==> config.mk <==
export PLATFORM = sky130hd
export DESIGN_NAME = swhtb_ctrl
export DESIGN_NICKNAME = d
export VERILOG_FILES = /design/src/hw/rtl/swhtb_pkg.sv /design/src/hw/rtl/swhtb_ctrl.sv
export SDC_FILE = /design/constraint.sdc
export NUM_CORES = 1
export LEC_CHECK = 0
export ABC_AREA = 1
export BUFFER_PORTS_ARGS = -buffer_cell sky130_fd_sc_hd__buf_4
export CAP_MARGIN = 20
export CORE_UTILIZATION = 47
export DETAILED_ROUTE_END_ITERATION = 10
export GPL_TIMING_DRIVEN = 0
export PLACE_DENSITY_LB_ADDON = 0.12
export REMOVE_ABC_BUFFERS = 1
export SLEW_MARGIN = 40
export SYNTH_ARGS = -nofsm -noshare
export SYNTH_HDL_FRONTEND = slang
export SYNTH_SLANG_ARGS = --single-unit
export TNS_END_PERCENT = 10
==> constraint.sdc <==
create_clock -name clk -period 4.2 [get_ports clk]
set_input_delay 0.84 -clock clk [delete_from_list [all_inputs] [get_ports clk]]
set_output_delay 0.84 -clock clk [all_outputs]
set_load 0.03 [all_outputs]
==> src/hw/rtl/swhtb_pkg.sv <==
// Package for the switch hash table builder.
// Sizes, stream layout, state codes and ctrl/dp command and status structs.
// No dependencies.
package swhtb_pkg;

    localparam int MAX_CASES  = 255;
    localparam int MAX_SLOTS  = 256;
    localparam int CASE_AW    = $clog2(MAX_CASES);
    localparam int SLOT_AW    = $clog2(MAX_SLOTS);
    localparam int SH_W       = $clog2(SLOT_AW + 1);
    localparam int VAL_W      = 32;
    localparam int S_DATA_W   = 40;
    localparam int M_DATA_W   = 72;

    localparam logic REQ_LOAD = 1'b0;
    localparam logic REQ_READ = 1'b1;

    typedef enum logic [11:0] {
        ST_IDLE    = 12'b0000_0000_0001,
        ST_SIZE    = 12'b0000_0000_0010,
        ST_PSTART  = 12'b0000_0000_0100,
        ST_FETCH   = 12'b0000_0000_1000,
        ST_HASH    = 12'b0000_0001_0000,
        ST_PROBE   = 12'b0000_0010_0000,
        ST_PEND    = 12'b0000_0100_0000,
        ST_REBUILD = 12'b0000_1000_0000,
        ST_FINISH  = 12'b0001_0000_0000,
        ST_RD_SLOT = 12'b0010_0000_0000,
        ST_RD_CASE = 12'b0100_0000_0000,
        ST_RD_OUT  = 12'b1000_0000_0000
    } state_t;

    typedef struct packed {
        logic load;
        logic rd_accept;
        logic size_init;
        logic pass_start;
        logic hash;
        logic probe;
        logic pass_end;
        logic rebuild;
        logic finish;
        logic rd_slot;
        logic rd_case;
        logic rd_out;
    } dp_cmd_t;

    typedef struct packed {
        logic out_busy;
        logic probe_hit;
        logic last_item;
        logic perfect;
        logic k_last;
    } dp_sts_t;

endpackage

==> src/hw/rtl/swhtb_ctrl.sv <==
// Controller state machine for the switch hash table builder.
// Depends on swhtb_pkg; drives swhtb_dp through dp_cmd_t.
module swhtb_ctrl
    import swhtb_pkg::*;
(
    input  logic    clk,
    input  logic    rst_n,
    input  logic    s_tvalid,
    input  logic    s_tuser,
    input  logic    s_tlast,
    output logic    s_tready,
    input  dp_sts_t sts,
    output dp_cmd_t cmd
);

    state_t state_reg, state_next;
    logic   rebuild_reg, rebuild_next;

    assign s_tready = (state_reg == ST_IDLE) && !sts.out_busy;

    always_ff @(posedge clk or negedge rst_n)
    begin
        if (!rst_n)
        begin
            state_reg   <= ST_IDLE;
            rebuild_reg <= 1'b0;
        end
        else
        begin
            state_reg   <= state_next;
            rebuild_reg <= rebuild_next;
        end
    end

    always_comb
    begin
        state_next   = state_reg;
        rebuild_next = rebuild_reg;
        cmd          = '0;
        case (state_reg)
            ST_IDLE:
            begin
                if (s_tvalid && s_tready)
                begin
                    if (s_tuser == REQ_LOAD)
                    begin
                        cmd.load = 1'b1;
                        if (s_tlast)
                            state_next = ST_SIZE;
                    end
                    else
                    begin
                        cmd.rd_accept = 1'b1;
                        state_next    = ST_RD_SLOT;
                    end
                end
            end
            ST_SIZE:
            begin
                cmd.size_init = 1'b1;
                rebuild_next  = 1'b0;
                state_next    = ST_PSTART;
            end
            ST_PSTART:
            begin
                cmd.pass_start = 1'b1;
                state_next     = ST_FETCH;
            end
            ST_FETCH:
                state_next = ST_HASH;
            ST_HASH:
            begin
                cmd.hash   = 1'b1;
                state_next = ST_PROBE;
            end
            ST_PROBE:
            begin
                cmd.probe = 1'b1;
                if (!sts.probe_hit)
                    state_next = sts.last_item ? ST_PEND : ST_FETCH;
            end
            ST_PEND:
            begin
                cmd.pass_end = 1'b1;
                if (rebuild_reg || sts.perfect)
                    state_next = ST_FINISH;
                else if (sts.k_last)
                    state_next = ST_REBUILD;
                else
                    state_next = ST_PSTART;
            end
            ST_REBUILD:
            begin
                cmd.rebuild  = 1'b1;
                rebuild_next = 1'b1;
                state_next   = ST_PSTART;
            end
            ST_FINISH:
            begin
                cmd.finish   = 1'b1;
                rebuild_next = 1'b0;
                state_next   = ST_IDLE;
            end
            ST_RD_SLOT:
            begin
                cmd.rd_slot = 1'b1;
                state_next  = ST_RD_CASE;
            end
            ST_RD_CASE:
            begin
                cmd.rd_case = 1'b1;
                state_next  = ST_RD_OUT;
            end
            ST_RD_OUT:
            begin
                cmd.rd_out = 1'b1;
                state_next = ST_IDLE;
            end
            default:
                state_next = ST_IDLE;
        endcase
    end

endmodule

=== Yosys cells after proc, flatten, opt, wreduce, memory -nomap -nowiden ===
Cells that the tools add are included.

* Register bits: 13

* Equal/unequal tests: 15
* Reduce and logical (&&, ||, !) cells: 8
* Mux-type cells: 23

{| class="wikitable"
|+ Operators with widths
! operator !! count
|-
| one-hot mux 12 bit (9 select lines) || 1
|-
| 2-to-1 mux 12 bit || 5
|-
| equality test 12 x 1 -> 1 bit, second input constant || 1
|-
| equality test 12 x 10 -> 1 bit, second input constant || 1
|-
| equality test 12 x 11 -> 1 bit, second input constant || 1
|-
| equality test 12 bit, second input constant || 1
|-
| equality test 12 x 2 -> 1 bit, second input constant || 1
|-
| equality test 12 x 3 -> 1 bit, second input constant || 1
|-
| equality test 12 x 4 -> 1 bit, second input constant || 1
|-
| equality test 12 x 5 -> 1 bit, second input constant || 1
|-
| equality test 12 x 6 -> 1 bit, second input constant || 1
|-
| equality test 12 x 7 -> 1 bit, second input constant || 1
|-
| equality test 12 x 8 -> 1 bit, second input constant || 1
|-
| equality test 12 x 9 -> 1 bit, second input constant || 1
|-
| 2-to-1 mux 1 bit || 12
|-
| 2-to-1 mux 8 bit || 1
|-
| 2-to-1 mux 7 bit || 1
|-
| 2-to-1 mux 2 bit || 2
|-
| OR reduction 2 bit || 2
|-
| inequality test 3 bit, second input constant || 1
|-
| AND reduction 3 bit || 1
|-
| logical AND 1 bit || 2
|-
| inequality test 2 x 1 -> 1 bit, second input constant || 1
|-
| inequality test 2 bit, second input constant || 1
|-
| other kinds (4) || 4
|}

=== Longest topological paths before layout ===
* Word-level depth: 5
* Depth in mapped cells: 10
* Mapped depth without buffers: 10

=== Least setup slack after synthesis ===
OpenSTA, ideal clock, no wires.

* Kind: register to output
* Start: reg state_reg[5]
* End: out cmd[0] in the netlist's numbering
* Stages on the path, launching flop included: 6
* Required time: 3.360 ns
* Setup slack: 1.603 ns
* Arrival: 1.757 ns
* Buffers on the path: 0
* Path through: dfrtp_1 nor2_2 nand2_2 nor2_2 inv_1 nor4_1

{| class="wikitable"
|+ RTL lines
! item !! line !! RTL
|-
| start, declared || swhtb_ctrl.sv:16 || <nowiki>state_t state_reg, state_next;</nowiki>
|-
| start signal, assigned || swhtb_ctrl.sv:30 || <nowiki>state_reg <= state_next;</nowiki>
|-
| end, declared || swhtb_ctrl.sv:13 || <nowiki>output dp_cmd_t cmd</nowiki>
|}

==> metrics.txt <==
# TYPE chip_impl_metric gauge
chip_impl_metric{name="final_cells",unit=""} 174
chip_impl_info{name="cts_tree",value="yes"} 1
chip_impl_metric{name="syn_area",unit="um^2"} 895
chip_impl_info{name="synth_most_common_cell",value="sky130_fd_sc_hd__inv_1"} 1
chip_impl_metric{name="max_slew.worst_pin.slew",unit="ps"} 360
chip_impl_metric{name="vdd.ir_drop.worst",unit="mV"} 0.253
chip_impl_metric{name="clock.fmax",unit="GHz"} 0.382
chip_impl_metric{name="clkSinkCount",unit=""} 13
chip_impl_metric{name="final_nets",unit=""} 160
chip_impl_info{name="post_synth_most_frequent_cells",value="sky130_fd_sc_hd__inv_1, sky130_fd_sc_hd__nand2_1, sky130_fd_sc_hd__nor2_1"} 1
chip_impl_metric{name="globalplace.congestion",unit=""} 0.754
chip_impl_metric{name="post-place-cells",unit=""} 170
chip_impl_metric{name="reg2reg_slack",unit="ps"} 2770
chip_impl_metric{name="reg2regPathDepth",unit=""} 6
chip_impl_metric{name="multiplexer_share_of_the_synthesized_area",unit="%"} 0
chip_impl_metric{name="power.static_leakage",unit="nW"} 0.689
chip_impl_info{name="cp_slowest_cell",value="sky130_fd_sc_hd__dfstp_2"} 1
chip_impl_info{name="critical-path-top-cell-by-count",value="sky130_fd_sc_hd__nor2_1"} 1
chip_impl_metric{name="detailroute.via_count",unit=""} 809
chip_impl_info{name="critical_path.endpoint_type",value="output pin"} 1
chip_impl_metric{name="count_of_flip_flops_with_a_built_in_enable_after_synthesis",unit=""} 0
chip_impl_metric{name="grt_pass1_vias",unit=""} 748
chip_impl_metric{name="drive_above_1_share",unit="%"} 34.2
chip_impl_info{name="main_combinational_cell_family_by_area_after_synthesis",value="simple AND/OR/NAND/NOR gates"} 1
chip_impl_info{name="r2r_start",value="state_reg[0]$_DFFE_PN1P_"} 1
chip_impl_metric{name="grt_max_degree",unit=""} 14
chip_impl_metric{name="rows",unit=""} 15
chip_impl_metric{name="detailedPlace.worstSlack",unit="ps"} 1870
chip_impl_metric{name="post_detailed_route_drc_marker_count",unit=""} 0
chip_impl_info{name="critical_path.startpoint_type",value="flip-flop"} 1
chip_impl_metric{name="number_of_max_cap_violations",unit=""} 0
chip_impl_info{name="rsz0062_at_grt",value="no"} 1
chip_impl_info{name="top_cells_by_area_synth",value="sky130_fd_sc_hd__dfrtp_1, sky130_fd_sc_hd__inv_1, sky130_fd_sc_hd__nand2_1, sky130_fd_sc_hd__nor2_1, sky130_fd_sc_hd__nand2_4"} 1
chip_impl_metric{name="globalRoute.totalOverflow",unit=""} 0
chip_impl_metric{name="route.detailed.vias_per_inst",unit=""} 4.65
chip_impl_metric{name="io_buffer_count",unit=""} 22
chip_impl_metric{name="routed_wire_length_per_instance",unit="um"} 10.3
chip_impl_info{name="timing.critical_path.cells",value="nand2_1, nor2_1, nand2_4, nor3b_2, inv_2, nor2_1, buf_4"} 1
chip_impl_metric{name="critPathRequiredTime",unit="ps"} 3360
chip_impl_metric{name="io-pin-count",unit=""} 23
chip_impl_metric{name="synth-warning-count",unit=""} 0
chip_impl_metric{name="routed_wirelength",unit="mm"} 1.79
chip_impl_metric{name="dp_hpwl",unit="mm"} 1.50
chip_impl_metric{name="n_antenna_cell",unit=""} 0
chip_impl_metric{name="setup_skew_after_layout",unit="ps"} 1.13
chip_impl_metric{name="synthesized_area_fraction_occupied_by_adder_cells",unit="%"} 0
chip_impl_metric{name="hold_worst_slack",unit="ps"} 389
chip_impl_metric{name="cp_max_fo",unit=""} 4
chip_impl_info{name="path_delay_family",value="simple AND/OR/NAND/NOR gates"} 1
chip_impl_metric{name="post_cts_clock_slew_at_the_launch_and_capture_registers_of_the_worst_setup_and_hold_paths",unit="ps"} 80
chip_impl_metric{name="groute.usage.overall",unit="%"} 20.4
chip_impl_metric{name="global_route_wire_length_before_repair",unit="mm"} 3.02
chip_impl_metric{name="dr.pass1.iters",unit=""} 6
chip_impl_metric{name="post_synthesis_compound_gate_area_fraction",unit="%"} 6.85
chip_impl_metric{name="post_synth_xor_area_fraction",unit="%"} 0
chip_impl_metric{name="ctsLongestPathBuffers",unit=""} 2
chip_impl_metric{name="synth-simple-area-share",unit="%"} 42.9
chip_impl_info{name="synth_area_leader_cell",value="sky130_fd_sc_hd__dfrtp_1"} 1
chip_impl_metric{name="buf_inv_stages_crit_path",unit=""} 2
chip_impl_metric{name="layout_setup_ws",unit="ps"} 1580
chip_impl_metric{name="syn-mean-instance-area",unit="um^2"} 7.27
chip_impl_info{name="critPathKind",value="reg2out"} 1
chip_impl_metric{name="grt_antenna_before_repair",unit=""} 0
chip_impl_metric{name="cts.repair_timing.setup_buffer_count",unit=""} 0
chip_impl_metric{name="post-route-min-period",unit="ps"} 2620
chip_impl_metric{name="area_of_the_placeable_core",unit="mm^2"} 0.00176
chip_impl_info{name="yosys_most_used_dff",value="sky130_fd_sc_hd__dfrtp_1"} 1
chip_impl_metric{name="cts_resized",unit=""} 0
chip_impl_metric{name="ys_async_rst_share",unit="%"} 100
chip_impl_metric{name="critical_path.max_stage_delay",unit="ps"} 560
chip_impl_metric{name="synth_top_area_share",unit="%"} 33.6
chip_impl_info{name="result_of_the_run",value="completed"} 1
chip_impl_metric{name="setup_tns",unit="ps"} 0
chip_impl_metric{name="dieHeight",unit="um"} 45.6
chip_impl_info{name="timing.hold.worst.class",value="in2async"} 1
chip_impl_info{name="worst_r2r_endpoint",value="state_reg[3]$_DFFE_PN0P_"} 1
chip_impl_metric{name="postSynthCellCount",unit=""} 123
chip_impl_metric{name="yosys.cell_types.count",unit=""} 23
chip_impl_metric{name="drt_iter0_drcs",unit=""} 12
chip_impl_metric{name="slew_viol_final",unit=""} 0
chip_impl_metric{name="synth.yosys.seq_area_share",unit="%"} 36.5
chip_impl_metric{name="largest_register_ff_count",unit=""} 12
chip_impl_metric{name="die_x",unit="um"} 45.6
chip_impl_metric{name="cts-buffers-inserted",unit=""} 3
chip_impl_metric{name="critical_path_arrival",unit="ps"} 1780
chip_impl_metric{name="ant_nets",unit=""} 0
chip_impl_metric{name="htree_levels",unit=""} 1
chip_impl_metric{name="worst_skew_pair.late_latency",unit="ps"} 280
chip_impl_metric{name="area_grow_syn2layout",unit="%"} 24.9
chip_impl_metric{name="cellPowerDensity",unit="mW/mm^2"} 413
chip_impl_metric{name="fin_crit_sh",unit="%"} 62.3
chip_impl_metric{name="worst_slew_margin_rel",unit="%"} 75.9
chip_impl_metric{name="hold_viol",unit=""} 0
chip_impl_metric{name="ys_seq_elements",unit=""} 13
chip_impl_info{name="cts_root_buf",value="sky130_fd_sc_hd__clkbuf_4"} 1
chip_impl_metric{name="die-area",unit="mm^2"} 0.00208
chip_impl_metric{name="floorplan.initialDensity",unit="%"} 50.7
chip_impl_metric{name="number_of_buffers_inserted_by_hold_repair_at_cts",unit=""} 0
chip_impl_metric{name="finalCoreUtilization",unit="%"} 63.3
chip_impl_metric{name="setup_viol",unit=""} 0
-- where the power goes --
group | leakage, nW | total, W | internal (W) | switching [W]
clock | 0.0150 | 0.0000785 | 0.0000368 | 0.0000417
sequential | 0.177 | 0.000151 | 0.000141 | 0.0000100
combinational | 0.497 | 0.000232 | 0.0000828 | 0.000149
-- worst max-delay path by stage --
stage	startpoint	end	slack, ps	depth (start not counted)
floorplan	state_reg[5]$_DFFE_PN0P_	cmd[0]	1600	5
global placement	state_reg[0]$_DFFE_PN1P_	cmd[10]	1910	7
detailed placement	state_reg[0]$_DFFE_PN1P_	cmd[10]	1870	7
CTS	state_reg[0]$_DFFE_PN1P_	cmd[10]	1560	7
global route	state_reg[0]$_DFFE_PN1P_	cmd[10]	1390	7
finish	state_reg[0]$_DFFE_PN1P_	cmd[10]	1580	7
-- cell usage in the layout (no fill, tap or decap) --
cell type                  netlist  final
sky130_fd_sc_hd__a21oi_2         2      2
sky130_fd_sc_hd__and3_1          1      1
sky130_fd_sc_hd__buf_4           0     22
sky130_fd_sc_hd__clkbuf_1        0      1
sky130_fd_sc_hd__clkbuf_4        0      3
sky130_fd_sc_hd__dfrtp_1        12     12
sky130_fd_sc_hd__dfstp_2         1      1
sky130_fd_sc_hd__inv_1          28     28
sky130_fd_sc_hd__inv_2           3      3
sky130_fd_sc_hd__inv_4           1      1
sky130_fd_sc_hd__nand2_1        22     22
sky130_fd_sc_hd__nand2_2         4      4
sky130_fd_sc_hd__nand2_4         4      4
sky130_fd_sc_hd__nand3_1         3      3
sky130_fd_sc_hd__nand4_1         1      1
sky130_fd_sc_hd__nor2_1         21     21
sky130_fd_sc_hd__nor2_2          6      6
sky130_fd_sc_hd__nor2_8          2      2
sky130_fd_sc_hd__nor3_1          2      2
sky130_fd_sc_hd__nor3b_2         1      1
sky130_fd_sc_hd__nor4_1          2      2
sky130_fd_sc_hd__nor4_2          1      1
sky130_fd_sc_hd__o21a_1          1      1
sky130_fd_sc_hd__o21ai_0         3      3
sky130_fd_sc_hd__o21ai_1         1      1
sky130_fd_sc_hd__o41ai_2         1      1
-- cells by family after synthesis --
group           Yosys count
flops                    13
compound gates            8
simple gates             70
buf+inv                  32
-- stage by stage --
stage | instance area, um^2 | total power [W]
floorplan | 895 | 0.000334
global placement | 1090 | 0.000380
detailed placement | 1090 | 0.000387
CTS | 1120 | 0.000466
global route | 1120 | 0.000500
finish | 1120 | 0.000461
-- per-layer routing --
layer	share of wire [%]	vias up	global-route usage, %	routed length [um]
li1	-	420	-	-
met1	43	364	23.9	776
met2	51	21	36.9	918
met3	3.6	4	3.57	65
met4	1.7	0	7.27	30
met5	0	-	0	0
-- cell type report --
class                           instances  area, um^2
Fill cell                             188         647
Tap cell                               25        31.3
Sequential cell                        13         327
Timing Repair Buffer                   22         165
Multi-Input combinational cell         78         445
Inverter                               32         123
Clock buffer                            4        26.3
No activity file was read; power rests on OpenSTA's default activity.
